File: config.mk
export PLATFORM = sky130hd
export DESIGN_NAME = deadline_action_queue_unit
export DESIGN_NICKNAME = d
export VERILOG_FILES = /design/src/sv/daq_pkg.sv /design/src/sv/daq_cell.sv /design/src/sv/deadline_action_queue_unit.sv
export SDC_FILE = /design/constraint.sdc
export NUM_CORES = 2
export LEC_CHECK = 0
export BUFFER_PORTS_ARGS = -buffer_cell sky130_fd_sc_hd__buf_2
export CAP_MARGIN = 30
export CORE_ASPECT_RATIO = 1.4
export CORE_MARGIN = 2
export CORE_UTILIZATION = 40
export CTS_BUF_LIST = sky130_fd_sc_hd__clkbuf_2
export CTS_CLUSTER_SIZE = 8
export DETAILED_ROUTE_END_ITERATION = 10
export PLACE_DENSITY = 0.67
export REMOVE_ABC_BUFFERS = 1
export SETUP_SLACK_MARGIN = 0.4
export SYNTH_ARGS = -nofsm -noshare
export SYNTH_HDL_FRONTEND = slang
export SYNTH_SLANG_ARGS = --single-unit
export TNS_END_PERCENT = 5
File: constraint.sdc
create_clock -name clk_i -period 6.15 [get_ports clk_i]
set_clock_uncertainty 0.05 [all_clocks]
set_input_delay 0.3075 -clock clk_i [delete_from_list [all_inputs] [get_ports clk_i]]
set_output_delay 0.3075 -clock clk_i [all_outputs]
set_load 0.005 [all_outputs]
File: src/sv/daq_pkg.sv
package daq_pkg;

  localparam int unsigned QUEUE_DEPTH  = 16;
  localparam int unsigned PAYLOAD_BITS = 32;

  // count must hold QUEUE_DEPTH itself
  localparam int unsigned CNT_W = $clog2(QUEUE_DEPTH + 1);

  typedef enum logic [1:0] {
    OP_ENQUEUE = 2'd0,
    OP_REMOVE  = 2'd1,
    OP_CLEAR   = 2'd2,
    OP_TAKE    = 2'd3
  } op_e;

  typedef enum logic [2:0] {
    KIND_ACCEPT  = 3'd0,
    KIND_FULL    = 3'd1,
    KIND_EXPIRED = 3'd2,
    KIND_READY   = 3'd3,
    KIND_NONE    = 3'd4,
    KIND_DONE    = 3'd5
  } kind_e;

  typedef enum logic [1:0] {
    ST_IDLE,
    ST_SCAN,
    ST_DRAIN
  } state_e;

  typedef struct packed {
    logic [PAYLOAD_BITS-1:0] payload;
    logic [31:0]             expiry;
    logic [31:0]             start;
    logic                    has_side;
    logic                    side;
  } entry_t;

  // per-cell control: load from insert bus wins over shift from neighbor
  typedef struct packed {
    logic ld;
    logic shift;
  } cell_ctl_t;

endpackage

File: src/sv/daq_cell.sv
module daq_cell (
  input  logic               clk_i,
  input  daq_pkg::cell_ctl_t ctl_i,
  input  daq_pkg::entry_t    nxt_i,
  input  daq_pkg::entry_t    ins_i,
  output daq_pkg::entry_t    ent_o
);

  daq_pkg::entry_t ent_q;

  always_ff @(posedge clk_i) begin
    if (ctl_i.ld) begin
      ent_q <= ins_i;
    end else if (ctl_i.shift) begin
      ent_q <= nxt_i;
    end
  end

  assign ent_o = ent_q;

endmodule

File: src/sv/deadline_action_queue_unit.sv
// Enqueue and clear: one result word, registered, valid the cycle after accept.
// Remove-side and take: the queue is rotated through the cell chain one entry
// per cycle, but a take holds on an entry it must emit while the output stalls;
// the next word is accepted once all entries are rotated; take emits as it goes.
// Reset (rst_ni low, async): entry count and output valid cleared, queue empty.
// Cell contents are not reset; only entries below the count are ever read.
module deadline_action_queue_unit (
  input  logic        clk_i,
  input  logic        rst_ni,

  input  logic        in_valid_i,
  output logic        in_ready_o,
  input  logic [1:0]  op_i,
  input  logic [31:0] now_tick_i,
  input  logic [31:0] payload_i,
  input  logic [31:0] expiry_tick_i,
  input  logic [31:0] start_tick_i,
  input  logic        has_side_i,
  input  logic        side_i,

  output logic        out_valid_o,
  input  logic        out_ready_i,
  output logic [2:0]  kind_o,
  output logic [31:0] out_payload_o,
  output logic [31:0] out_expiry_o,
  output logic [31:0] out_start_o,
  output logic        out_has_side_o,
  output logic        out_side_o,
  output logic        last_o
);

  localparam int unsigned DEPTH = daq_pkg::QUEUE_DEPTH;
  localparam int unsigned CW    = daq_pkg::CNT_W;

  // ---------------------------------------------------------------------------
  // Control state
  // ---------------------------------------------------------------------------
  daq_pkg::state_e state_q, state_d;
  logic [CW-1:0]   cnt_q, cnt_d;     // entries stored
  logic [CW-1:0]   rem_q, rem_d;     // entries still to rotate past the head
  daq_pkg::op_e    op_q;
  logic [31:0]     now_q;
  logic            side_q;

  // ---------------------------------------------------------------------------
  // Cell chain: cell 0 is the head (oldest). On a rotate every cell takes its
  // upper neighbor; a kept head is written back at the tail (cnt - 1).
  // ---------------------------------------------------------------------------
  daq_pkg::entry_t    ent    [DEPTH];
  daq_pkg::cell_ctl_t ctl    [DEPTH];
  daq_pkg::entry_t    ins_ent;
  daq_pkg::entry_t    in_ent;
  daq_pkg::entry_t    head;
  daq_pkg::entry_t    zero_ent;

  logic          wr_en;
  logic          wr_head;      // write-back source: head (rotate) or input (enqueue)
  logic [CW-1:0] wr_pos;
  logic          rotate;
  logic          keep;

  assign zero_ent = '0;
  assign head     = ent[0];

  always_comb begin
    in_ent          = '0;
    in_ent.payload  = daq_pkg::PAYLOAD_BITS'(payload_i);
    in_ent.expiry   = expiry_tick_i;
    in_ent.start    = start_tick_i;
    in_ent.has_side = has_side_i;
    in_ent.side     = side_i;
  end

  assign ins_ent = wr_head ? head : in_ent;

  for (genvar i = 0; i < DEPTH; i++) begin : g_cell
    always_comb begin
      ctl[i].ld    = wr_en && (wr_pos == CW'(i));
      ctl[i].shift = rotate;
    end

    if (i == DEPTH - 1) begin : g_tail
      daq_cell u_cell (
        .clk_i (clk_i),
        .ctl_i (ctl[i]),
        .nxt_i (zero_ent),
        .ins_i (ins_ent),
        .ent_o (ent[i])
      );
    end else begin : g_body
      daq_cell u_cell (
        .clk_i (clk_i),
        .ctl_i (ctl[i]),
        .nxt_i (ent[i+1]),
        .ins_i (ins_ent),
        .ent_o (ent[i])
      );
    end
  end

  // ---------------------------------------------------------------------------
  // Head checks, wraparound compare by sign of the 32-bit difference
  // ---------------------------------------------------------------------------
  logic [31:0] diff_ex;
  logic [31:0] diff_st;
  logic        head_expired;
  logic        head_deferred;
  logic        head_match;

  assign diff_ex       = head.expiry - now_q;
  assign diff_st       = now_q - head.start;
  assign head_expired  = (head.expiry != 32'd0) && diff_ex[31];
  assign head_deferred = (head.start != 32'd0) && diff_st[31];
  assign head_match    = head.has_side && (head.side == side_q);

  // ---------------------------------------------------------------------------
  // Output register and handshake
  // ---------------------------------------------------------------------------
  logic            out_valid_q;
  logic            can_emit;
  logic            in_acc;
  logic            scan_end;
  logic            scan_hit;

  assign can_emit   = !out_valid_q || out_ready_i;
  assign in_ready_o = (state_q == daq_pkg::ST_IDLE) && can_emit;
  assign in_acc     = in_valid_i && in_ready_o;

  // scan finished: closing word goes out
  assign scan_end = (rem_q == '0) && can_emit;
  // take found a ready entry at the head
  assign scan_hit = (rem_q != '0) && (op_q == daq_pkg::OP_TAKE) && !head_expired
                    && !head_deferred && can_emit;

  // next state
  always_comb begin
    state_d = state_q;
    unique case (state_q)
      daq_pkg::ST_IDLE: begin
        if (in_acc && ((daq_pkg::op_e'(op_i) == daq_pkg::OP_REMOVE) ||
                       (daq_pkg::op_e'(op_i) == daq_pkg::OP_TAKE))) begin
          state_d = daq_pkg::ST_SCAN;
        end
      end
      daq_pkg::ST_SCAN: begin
        if (scan_end) begin
          state_d = daq_pkg::ST_IDLE;
        end else if (scan_hit) begin
          state_d = daq_pkg::ST_DRAIN;
        end
      end
      daq_pkg::ST_DRAIN: begin
        if (rem_q == '0) begin
          state_d = daq_pkg::ST_IDLE;
        end
      end
      default: state_d = daq_pkg::ST_IDLE;
    endcase
  end

  // datapath control and emitted word
  logic          emit;
  daq_pkg::kind_e emit_kind;
  logic          emit_ent;
  logic          emit_last;

  always_comb begin
    emit      = 1'b0;
    emit_kind = daq_pkg::KIND_DONE;
    emit_ent  = 1'b0;
    emit_last = 1'b0;
    rotate    = 1'b0;
    keep      = 1'b0;
    wr_en     = 1'b0;
    wr_head   = 1'b0;
    wr_pos    = cnt_q;
    cnt_d     = cnt_q;
    rem_d     = rem_q;

    unique case (state_q)
      daq_pkg::ST_IDLE: begin
        if (in_acc) begin
          unique case (daq_pkg::op_e'(op_i))
            daq_pkg::OP_ENQUEUE: begin
              emit      = 1'b1;
              emit_last = 1'b1;
              if (cnt_q == CW'(DEPTH)) begin
                emit_kind = daq_pkg::KIND_FULL;
              end else begin
                emit_kind = daq_pkg::KIND_ACCEPT;
                wr_en     = 1'b1;
                cnt_d     = cnt_q + 1'b1;
              end
            end
            daq_pkg::OP_REMOVE,
            daq_pkg::OP_TAKE: begin
              rem_d = cnt_q;
            end
            daq_pkg::OP_CLEAR: begin
              emit      = 1'b1;
              emit_last = 1'b1;
              emit_kind = daq_pkg::KIND_DONE;
              cnt_d     = '0;
            end
          endcase
        end
      end

      daq_pkg::ST_SCAN: begin
        if (rem_q == '0) begin
          if (can_emit) begin
            emit      = 1'b1;
            emit_last = 1'b1;
            emit_kind = (op_q == daq_pkg::OP_TAKE) ? daq_pkg::KIND_NONE
                                                   : daq_pkg::KIND_DONE;
          end
        end else if (op_q == daq_pkg::OP_TAKE) begin
          if (head_expired) begin
            if (can_emit) begin
              emit      = 1'b1;
              emit_kind = daq_pkg::KIND_EXPIRED;
              emit_ent  = 1'b1;
              rotate    = 1'b1;
            end
          end else if (!head_deferred) begin
            if (can_emit) begin
              emit      = 1'b1;
              emit_kind = daq_pkg::KIND_READY;
              emit_ent  = 1'b1;
              emit_last = 1'b1;
              rotate    = 1'b1;
            end
          end else begin
            rotate = 1'b1;
            keep   = 1'b1;
          end
        end else begin
          // remove by side: drop matching entries, never emits mid-scan
          rotate = 1'b1;
          keep   = !head_match;
        end
      end

      daq_pkg::ST_DRAIN: begin
        // restore order of the entries behind the taken one
        if (rem_q != '0) begin
          rotate = 1'b1;
          keep   = 1'b1;
        end
      end

      default: ;
    endcase

    if (rotate) begin
      rem_d = rem_q - 1'b1;
      if (keep) begin
        wr_en   = 1'b1;
        wr_head = 1'b1;
        wr_pos  = cnt_q - 1'b1;
      end else begin
        cnt_d = cnt_q - 1'b1;
      end
    end
  end

  // ---------------------------------------------------------------------------
  // Registers
  // ---------------------------------------------------------------------------
  always_ff @(posedge clk_i or negedge rst_ni) begin
    if (!rst_ni) begin
      state_q     <= daq_pkg::ST_IDLE;
      cnt_q       <= '0;
      rem_q       <= '0;
      out_valid_q <= 1'b0;
    end else begin
      state_q <= state_d;
      cnt_q   <= cnt_d;
      rem_q   <= rem_d;
      if (emit) begin
        out_valid_q <= 1'b1;
      end else if (out_ready_i) begin
        out_valid_q <= 1'b0;
      end
    end
  end

  daq_pkg::kind_e  kind_q;
  daq_pkg::entry_t out_ent_q;
  logic            last_q;

  always_ff @(posedge clk_i) begin
    if (in_acc) begin
      op_q   <= daq_pkg::op_e'(op_i);
      now_q  <= now_tick_i;
      side_q <= side_i;
    end
    if (emit) begin
      kind_q    <= emit_kind;
      out_ent_q <= emit_ent ? head : zero_ent;
      last_q    <= emit_last;
    end
  end

  assign out_valid_o    = out_valid_q;
  assign kind_o         = kind_q;
  assign out_payload_o  = 32'(out_ent_q.payload);
  assign out_expiry_o   = out_ent_q.expiry;
  assign out_start_o    = out_ent_q.start;
  assign out_has_side_o = out_ent_q.has_side;
  assign out_side_o     = out_ent_q.side;
  assign last_o         = last_q;

endmodule
# [Word level (Yosys, flattened, before mapping)]
# Cells that the tools add are included.
[word_totals] reg_bits=1718 inputBits=136 out_inout_bits=104 word_cells=286
[op_classes] add_sub_neg=5 n_eq_ne=26 mux=97 n_reduce_logical=64
[op_table] cell="$mux 98" count=33
[op_table] cell="$reduce_bool 32->1" count=2
[op_table] cell="$sub 32x32->32" count=2
[op_table] cell="$mux 5" count=11
[op_table] cell="$eq 5x4->1 const B" count=8
[op_table] cell="$reduce_bool 2->1" count=20
[op_table] cell="$mux 1" count=34
[op_table] cell="$logic_and 1x1->1" count=27
[op_table] cell="$mux 3" count=8
[op_table] cell="$eq 5x3->1 const B" count=4
[op_table] cell="$eq 5x2->1 const B" count=2
[op_table] cell="$logic_not 5->1" count=2
[op_table] cell="$pmux 5 s2" count=1
[op_table] cell="$sub 5x1->5 const B" count=2
[op_table] cell="$eq 2x2->1 const B" count=4
[op_table] cell="$mux 2" count=4
[op_table] cell="$pmux 1 s2" count=4
[op_table] cell="$pmux 2 s3" count=1
[op_table] cell="$pmux 3 s2" count=1
[op_table] cell="$reduce_and 3->1" count=2
[op_table] cell="$add 5x1->5 const B" count=1
[op_table] cell="$eq 5x1->1 const B" count=1
[op_table] cell="$eq 5x5->1 const B" count=1
[op_table] cell="$reduce_bool 5->1" count=1
[op_table] cell="9 further kinds" count=16

# [Longest topological paths before layout]
[depth] depth_word=12 ltp_mapped=16 mapped_depth_nobuf=12

# [Cells and area by module]
# Synthesis repeated with hierarchy kept, for this count alone.
[hier_totals] cells_unflattened=4155 hier_area_um2=75571.2
[by_module_without_submodules] mod="daq_cell" instances=16 cells_per_inst=208 area_per_inst_um2=4160.2 seq_area_each_um2=2942.8
[by_module_without_submodules] mod="deadline_action_queue_unit" instances=1 cells_per_inst=827 area_per_inst_um2=9007.4 seq_area_each_um2=4439.3

# [Least setup slack after synthesis]
# Ideal clock, no wire load.
[synth_path] path_type="flip-flop to flip-flop" start="register g_cell[0].g_body.u_cell.ent_q, in the netlist g_cell[0].g_body.u_cell.ent_o[24]" end="register g_cell[0].g_body.u_cell.ent_q, in the netlist g_cell[0].g_body.u_cell.ent_o[0], enable pin" setup_time_ns=0.473 arrival_time_ns=5.687 required_time_ns=5.627 slack_ns=-0.060 stages_incl_launch_ff=16 period_less_slack_ns=6.210 cell_sequence="edfxtp_1 inv_1 ha_1 a21oi_1 o21ai_1 a221oi_2 nor3_1 a211o_1 nor4_2 a21o_1 buf_6 mux2_4 a211oi_2 buf_4 buf_6 nand2b_1"
[synth_between] elab_chain_len=12 elab_cells_between_ends=20
[synth_rtl] element="start: declaration" line_no="daq_cell.sv:9" rtl="daq_pkg::entry_t ent_q;"
[synth_rtl] element="start signal: assignment" line_no="daq_cell.sv:13" rtl="ent_q <= ins_i;"
[synth_rtl] element="start signal: assignment" line_no="daq_cell.sv:15" rtl="ent_q <= nxt_i;"
[synth_rtl] element="$sub 32x32->32 / $reduce_bool 32->1 (equally long branches)" line_no="deadline_action_queue_unit.sv:111, deadline_action_queue_unit.sv:113"
[synth_rtl] element="$logic_and 1x1->1 (*)" line_no="deadline_action_queue_unit.sv:113" rtl="assign head_deferred = (head.start != 32'd0) && diff_st[31];"
[synth_rtl] element="$mux 1" line_no="deadline_action_queue_unit.sv:225" rtl="end else if (!head_deferred) begin"
[synth_rtl] element="$mux 1" line_no="deadline_action_queue_unit.sv:218" rtl="if (head_expired) begin"
[synth_rtl] element="$mux 1" line_no="deadline_action_queue_unit.sv:217" rtl="end else if (op_q == daq_pkg::OP_TAKE) begin"
[synth_rtl] element="$mux 1" line_no="deadline_action_queue_unit.sv:210" rtl="if (rem_q == '0) begin"
[synth_rtl] element="$pmux 1 s2" line_no="deadline_action_queue_unit.sv:180" rtl="unique case (state_q)"
[synth_rtl] element="$mux 5" line_no="deadline_action_queue_unit.sv:257" rtl="if (keep) begin"
[synth_rtl] element="$mux 5" line_no="deadline_action_queue_unit.sv:255" rtl="if (rotate) begin"
[synth_rtl] element="$logic_not 5->1" line_no="deadline_action_queue_unit.sv:78" rtl="ctl[i].ld = wr_en && (wr_pos == CW'(i));"
[synth_rtl] element="$logic_and 1x1->1" line_no="deadline_action_queue_unit.sv:78"
[synth_rtl] element="$reduce_bool 2->1 (no line) (*)"
# Every way passes the cells marked *; elsewhere a longest branch is shown, timed or not.
# A chain may end at the register's enable or synchronous reset.

# [Worst setup path in the final report]
[layout_path] start="register now_q[24]" end="register g_cell[14].g_body.u_cell.ent_q, in the netlist g_cell[14].g_body.u_cell.ent_o[66] (data pin)"
[layout_between] elab_chain_len=12 elab_cells_between_ends=24
[layout_rtl] element="start: declaration" line_no="deadline_action_queue_unit.sv:42" rtl="logic [31:0] now_q;"
[layout_rtl] element="start signal: assignment" line_no="deadline_action_queue_unit.sv:295" rtl="now_q <= now_tick_i;"
[layout_rtl] element="$sub 32x32->32" line_no="deadline_action_queue_unit.sv:111" rtl="assign diff_st = now_q - head.start;"
[layout_rtl] element="$logic_and 1x1->1" line_no="deadline_action_queue_unit.sv:113"
[layout_rtl] element="$mux 1" line_no="deadline_action_queue_unit.sv:225"
[layout_rtl] element="$mux 1" line_no="deadline_action_queue_unit.sv:218"
[layout_rtl] element="$mux 1" line_no="deadline_action_queue_unit.sv:217"
[layout_rtl] element="$mux 1" line_no="deadline_action_queue_unit.sv:210"
[layout_rtl] element="$pmux 1 s2" line_no="deadline_action_queue_unit.sv:180"
[layout_rtl] element="$mux 5" line_no="deadline_action_queue_unit.sv:257"
[layout_rtl] element="$mux 5" line_no="deadline_action_queue_unit.sv:255"
[layout_rtl] element="$eq 5x4->1" line_no="deadline_action_queue_unit.sv:78"
[layout_rtl] element="$logic_and 1x1->1" line_no="deadline_action_queue_unit.sv:78"
[layout_rtl] element="$mux 98 (*)" line_no="daq_cell.sv:12" rtl="if (ctl_i.ld) begin"
[layout_rtl] element="end signal: assignment" line_no="daq_cell.sv:13"
[layout_rtl] element="end signal: assignment" line_no="daq_cell.sv:15"
[layout_rtl] element="end: declaration" line_no="daq_cell.sv:9"
# Marked as above.

==> impl_metrics.csv <==
group,metric,value,unit
outcome,status,"complete, no violations",
critical_path,timing.rr.end,"g_cell[14].g_body.u_cell.ent_o[66]$_DFFE_PP_",
place,gp_congestion,0.899,
die,die_height,516,um
timing,finalCritPeriodShare,82.1,%
drt,ant_nets,0,
critical_path,critPathSlowestCell,"edfxtp_1",
global_route,grt_pass1_vias,42335,
place,dpl.hpwl,101,mm
job,maxCapViolations,0,
drt,remaining_drc_errors,0,
timing,max_slew_margin,39.3,%
synthesis,synth_area_per_cell,17.7,sq um
cts,cts_resized,0,
critical_path,path_cells,"inv_1 -> ha_1 -> a21o_1 -> a221o_1 -> a221oi_2 -> o21ai_1 -> a21o_1 -> a21oi_4 -> a21o_4 -> a21oi_1 -> a21oi_4 -> buf_12 -> mux2_2",
power_and_ir_drop,cellPowerDensity,532,mW/mm^2
cts,clk_pin_slew_worst_paths,0.12,ns
cts,cts_max_level,5,
layout,area_growth_syn_to_layout,14.9,%
critical_path,cp_max_fo,98,
die,rows,188,
cts,cts_tree,"done",
synthesis,synth-main-ff-cell,"edfxtp_1",
place,port_buffers,239,
synthesis,syn-instance-count,4227,
drt,dr.pass1.iters,5,
cts,clkLatencyLatePin,1.55,ns
power_and_ir_drop,p_leak,29.5,nW
power_and_ir_drop,p_total,45.9,mW
layout,fill_cells,16240,
synthesis,yosysWarnings,0,
critical_path,cp.required,7.29,ns
die,die_x,370,um
global_route,grt_pass1_wl,271,mm
die,initial_core_util,40.2,%
layout,fin_nets,5161,
timing,finalCriticalPeriod,5.05,ns
timing,hold_viol_final,0,
critical_path,rrSetupSlack,1.10,ns
timing,max_freq,198,MHz
critical_path,crit_path_end_kind,"flip-flop",
cts,cts_setup_buffers,0,
synthesis,synth_cell_types,63,
cts,cts_buffer_depth,4,
die,core,0.187,sq mm
die,die-area,0.191,sq mm
cts,numCtsBuffers,398,
critical_path,critPathMaxStageDelay,0.56,ns
min_path,hold_class,"in -> reg",
global_route,grt-ovfl-total,0,
global_route,grt_max_degree,99,
drt,wl_per_cell,23.5,um
timing,setup_tns,0,ns
power_and_ir_drop,peakVddDrop,0.421,mV
drt,vias_per_cell,5.24,
timing,final-max-slew-violation-count,0,
global_route,antenna_found_initial,14,
drt,drt-total-wl,182,mm
synthesis,syn-cell-area,0.0750,sq mm
cts,clkSinkCount,1718,
drt,vias,40593,
synthesis,synth_seq_cells,1718,
timing,tightest_slew,0.910,ns
critical_path,arrival,6.19,ns
timing,rsz0062_at_grt,"no",
timing,setup_violations,0,
critical_path,path_class,"reg -> reg",
global_route,grt_usage,18.8,%
die,num_io_pins,240,
layout,drive_gt1_share,47.6,%
cts,root_buffer,"clkbuf_2",
drt,drtIter0Drc,2871,
critical_path,r2r_start,"now_q[24]$_DFFE_PP_",
synthesis,async_flop_share,0.757,%
synthesis,synth_edf_count,1705,
critical_path,rr_worst_depth,13,
critical_path,crit_end,"g_cell[14].g_body.u_cell.ent_o[66]$_DFFE_PP_",
critical_path,cp-start-kind,"flip-flop",
critical_path,cp-startpoint,"now_q[24]$_DFFE_PP_",
synthesis,ys_seq_area_share,68.7,%
[worst max-delay path, delay by kind of cell (launching register included)]
kind,cells,cell delay (ns)
AOI/OAI and AO/OA,9,2.56
adders and majority gates,1,0.32
buffers and inverters,2,0.50
DFF,1,0.56
muxes,1,0.41
[timing repair]
| item | 4_1_cts | 5_1_grt |
|---|---|---|
| setup endpoints to repair | 0 | 0 |
| endpoints found under the hold margin | 1738 | 0 |
| hold buffers | 304 | 0 |
[power by group]
| part | switching, mW | internal (mW) |
|---|---|---|
| logic | 8.48 | 5.69 |
| registers | 2.00 | 22.0 |
| clock network | 4.56 | 3.13 |
[metrics by stage]
stage	setup WS, ns	util [%]	area, sq um	cells	hold slack (ns)
after floorplan	-6.04	-	73600	3932	-0.0381
after global placement	1.25	42.5	79300	6724	0.171
after detailed placement	1.18	42.5	79300	6724	0.171
after CTS	1.16	46.1	86100	7732	0.0295
after global routing	0.951	46.1	86200	7742	0.111
final	1.10	46.1	86200	7742	0.206
[placed cells by master, fill, tap and decap left out, types with 6 or more instances in the layout]
cell           count
nor4_1            19
and2_1            71
inv_1             76
mux2_1            74
bufinv_16         13
mux2_2          1494
a21oi_4            8
clkbuf_2         600
buf_2            239
mux2i_1            8
nor3_1            41
clkinv_1          72
dlygate4sd3_1    304
edfxtp_1        1705
nand2_1           31
buf_4             32
and3_1             6
nand2b_4          15
and2b_1           12
nand4_1           10
dfrtp_1           13
nor2_1            32
diode_2            9
ha_1              66
buf_12            51
nand3_1            9
o21ai_0           21
nor2b_1           94
a21oi_1           34
clkinv_2           8
[layer usage]
metal | global-route usage, % | vias up | part of all wire, %
li1 | - | 17963 | -
met1 | 23.8 | 20952 | 42
met2 | 32.5 | 1325 | 50
met3 | 3.05 | 347 | 5.4
met4 | 6.68 | 6 | 3.0
met5 | 0 | - | 0.020
[state kept, by name, indices dropped and copies added (netlist names), 5 cells and up]
register / count
now_q: 32
out_start_o: 32
out_expiry_o: 32
g_cell.g_tail.u_cell.ent_o: 98
g_cell.g_body.u_cell.ent_o: 1470
out_payload_o: 32
cnt_q: 5
rem_q: 5
[cells in the mapped netlist (18+ instances only)]
cell type	instances	share of area (%)
edfxtp_1	1705	68
mux2_2	1494	22
clkbuf_1	132	0.66
buf_2	129	0.86
nor2b_1	94	0.78
inv_1	76	0.38
mux2_1	74	1.1
and2_1	71	0.59
ha_1	66	1.1
nor3_1	41	0.27
a21oi_1	34	0.23
nand2_1	33	0.17
nor2_1	33	0.17
buf_4	27	0.27
o21ai_0	22	0.15
nor4_1	19	0.16
nand2b_1	18	0.15
[cells by family (layout without fill, tap and decap cells)]
logic type / count (synthesis) / count (layout) / share of synthesized area, %
AO/OA/AOI/OAI: 115 / 115 / 1.17
XOR/XNOR: 6 / 6 / 0.0701
adder cells (fa/ha/maj): 66 / 66 / 1.10
buffers and inverters: 371 / 1407 / 2.27
flip-flops: 1718 / 1718 / 68.7
multiplexers: 1582 / 1582 / 23.8
other: 0 / 9 / 0
AND/OR/NAND/NOR: 369 / 369 / 2.90
[cell type report]
| class | count | area (sq um) | area share [%] |
|---|---|---|---|
| Tap cell | 2470 | 3090 | 3.59 |
| Multi-Input combinational cell | 2138 | 22000 | 25.5 |
| Timing Repair Buffer | 627 | 5510 | 6.39 |
| Clock inverter | 105 | 776 | 0.900 |
| Antenna cell | 9 | 22.5 | 0.0261 |
| Inverter | 76 | 285 | 0.331 |
| Clock buffer | 599 | 3000 | 3.48 |
| Sequential cell | 1718 | 51500 | 59.8 |
[worst min path at each step]
stage,from,end,cells past startpoint
final,start_tick_i[14],g_cell[15].g_tail.u_cell.ent_o[16]$_SDFFCE_PN0P_,4
after floorplan,rst_ni,cnt_q[0]$_DFF_PN0_,0
after CTS,start_tick_i[14],g_cell[15].g_tail.u_cell.ent_o[16]$_SDFFCE_PN0P_,4
after global routing,start_tick_i[14],g_cell[15].g_tail.u_cell.ent_o[16]$_SDFFCE_PN0P_,4
after detailed placement,rst_ni,out_valid_o$_DFFE_PN0P_,1
after global placement,rst_ni,out_valid_o$_DFFE_PN0P_,1
No activity file was read; power rests on OpenSTA's default activity.
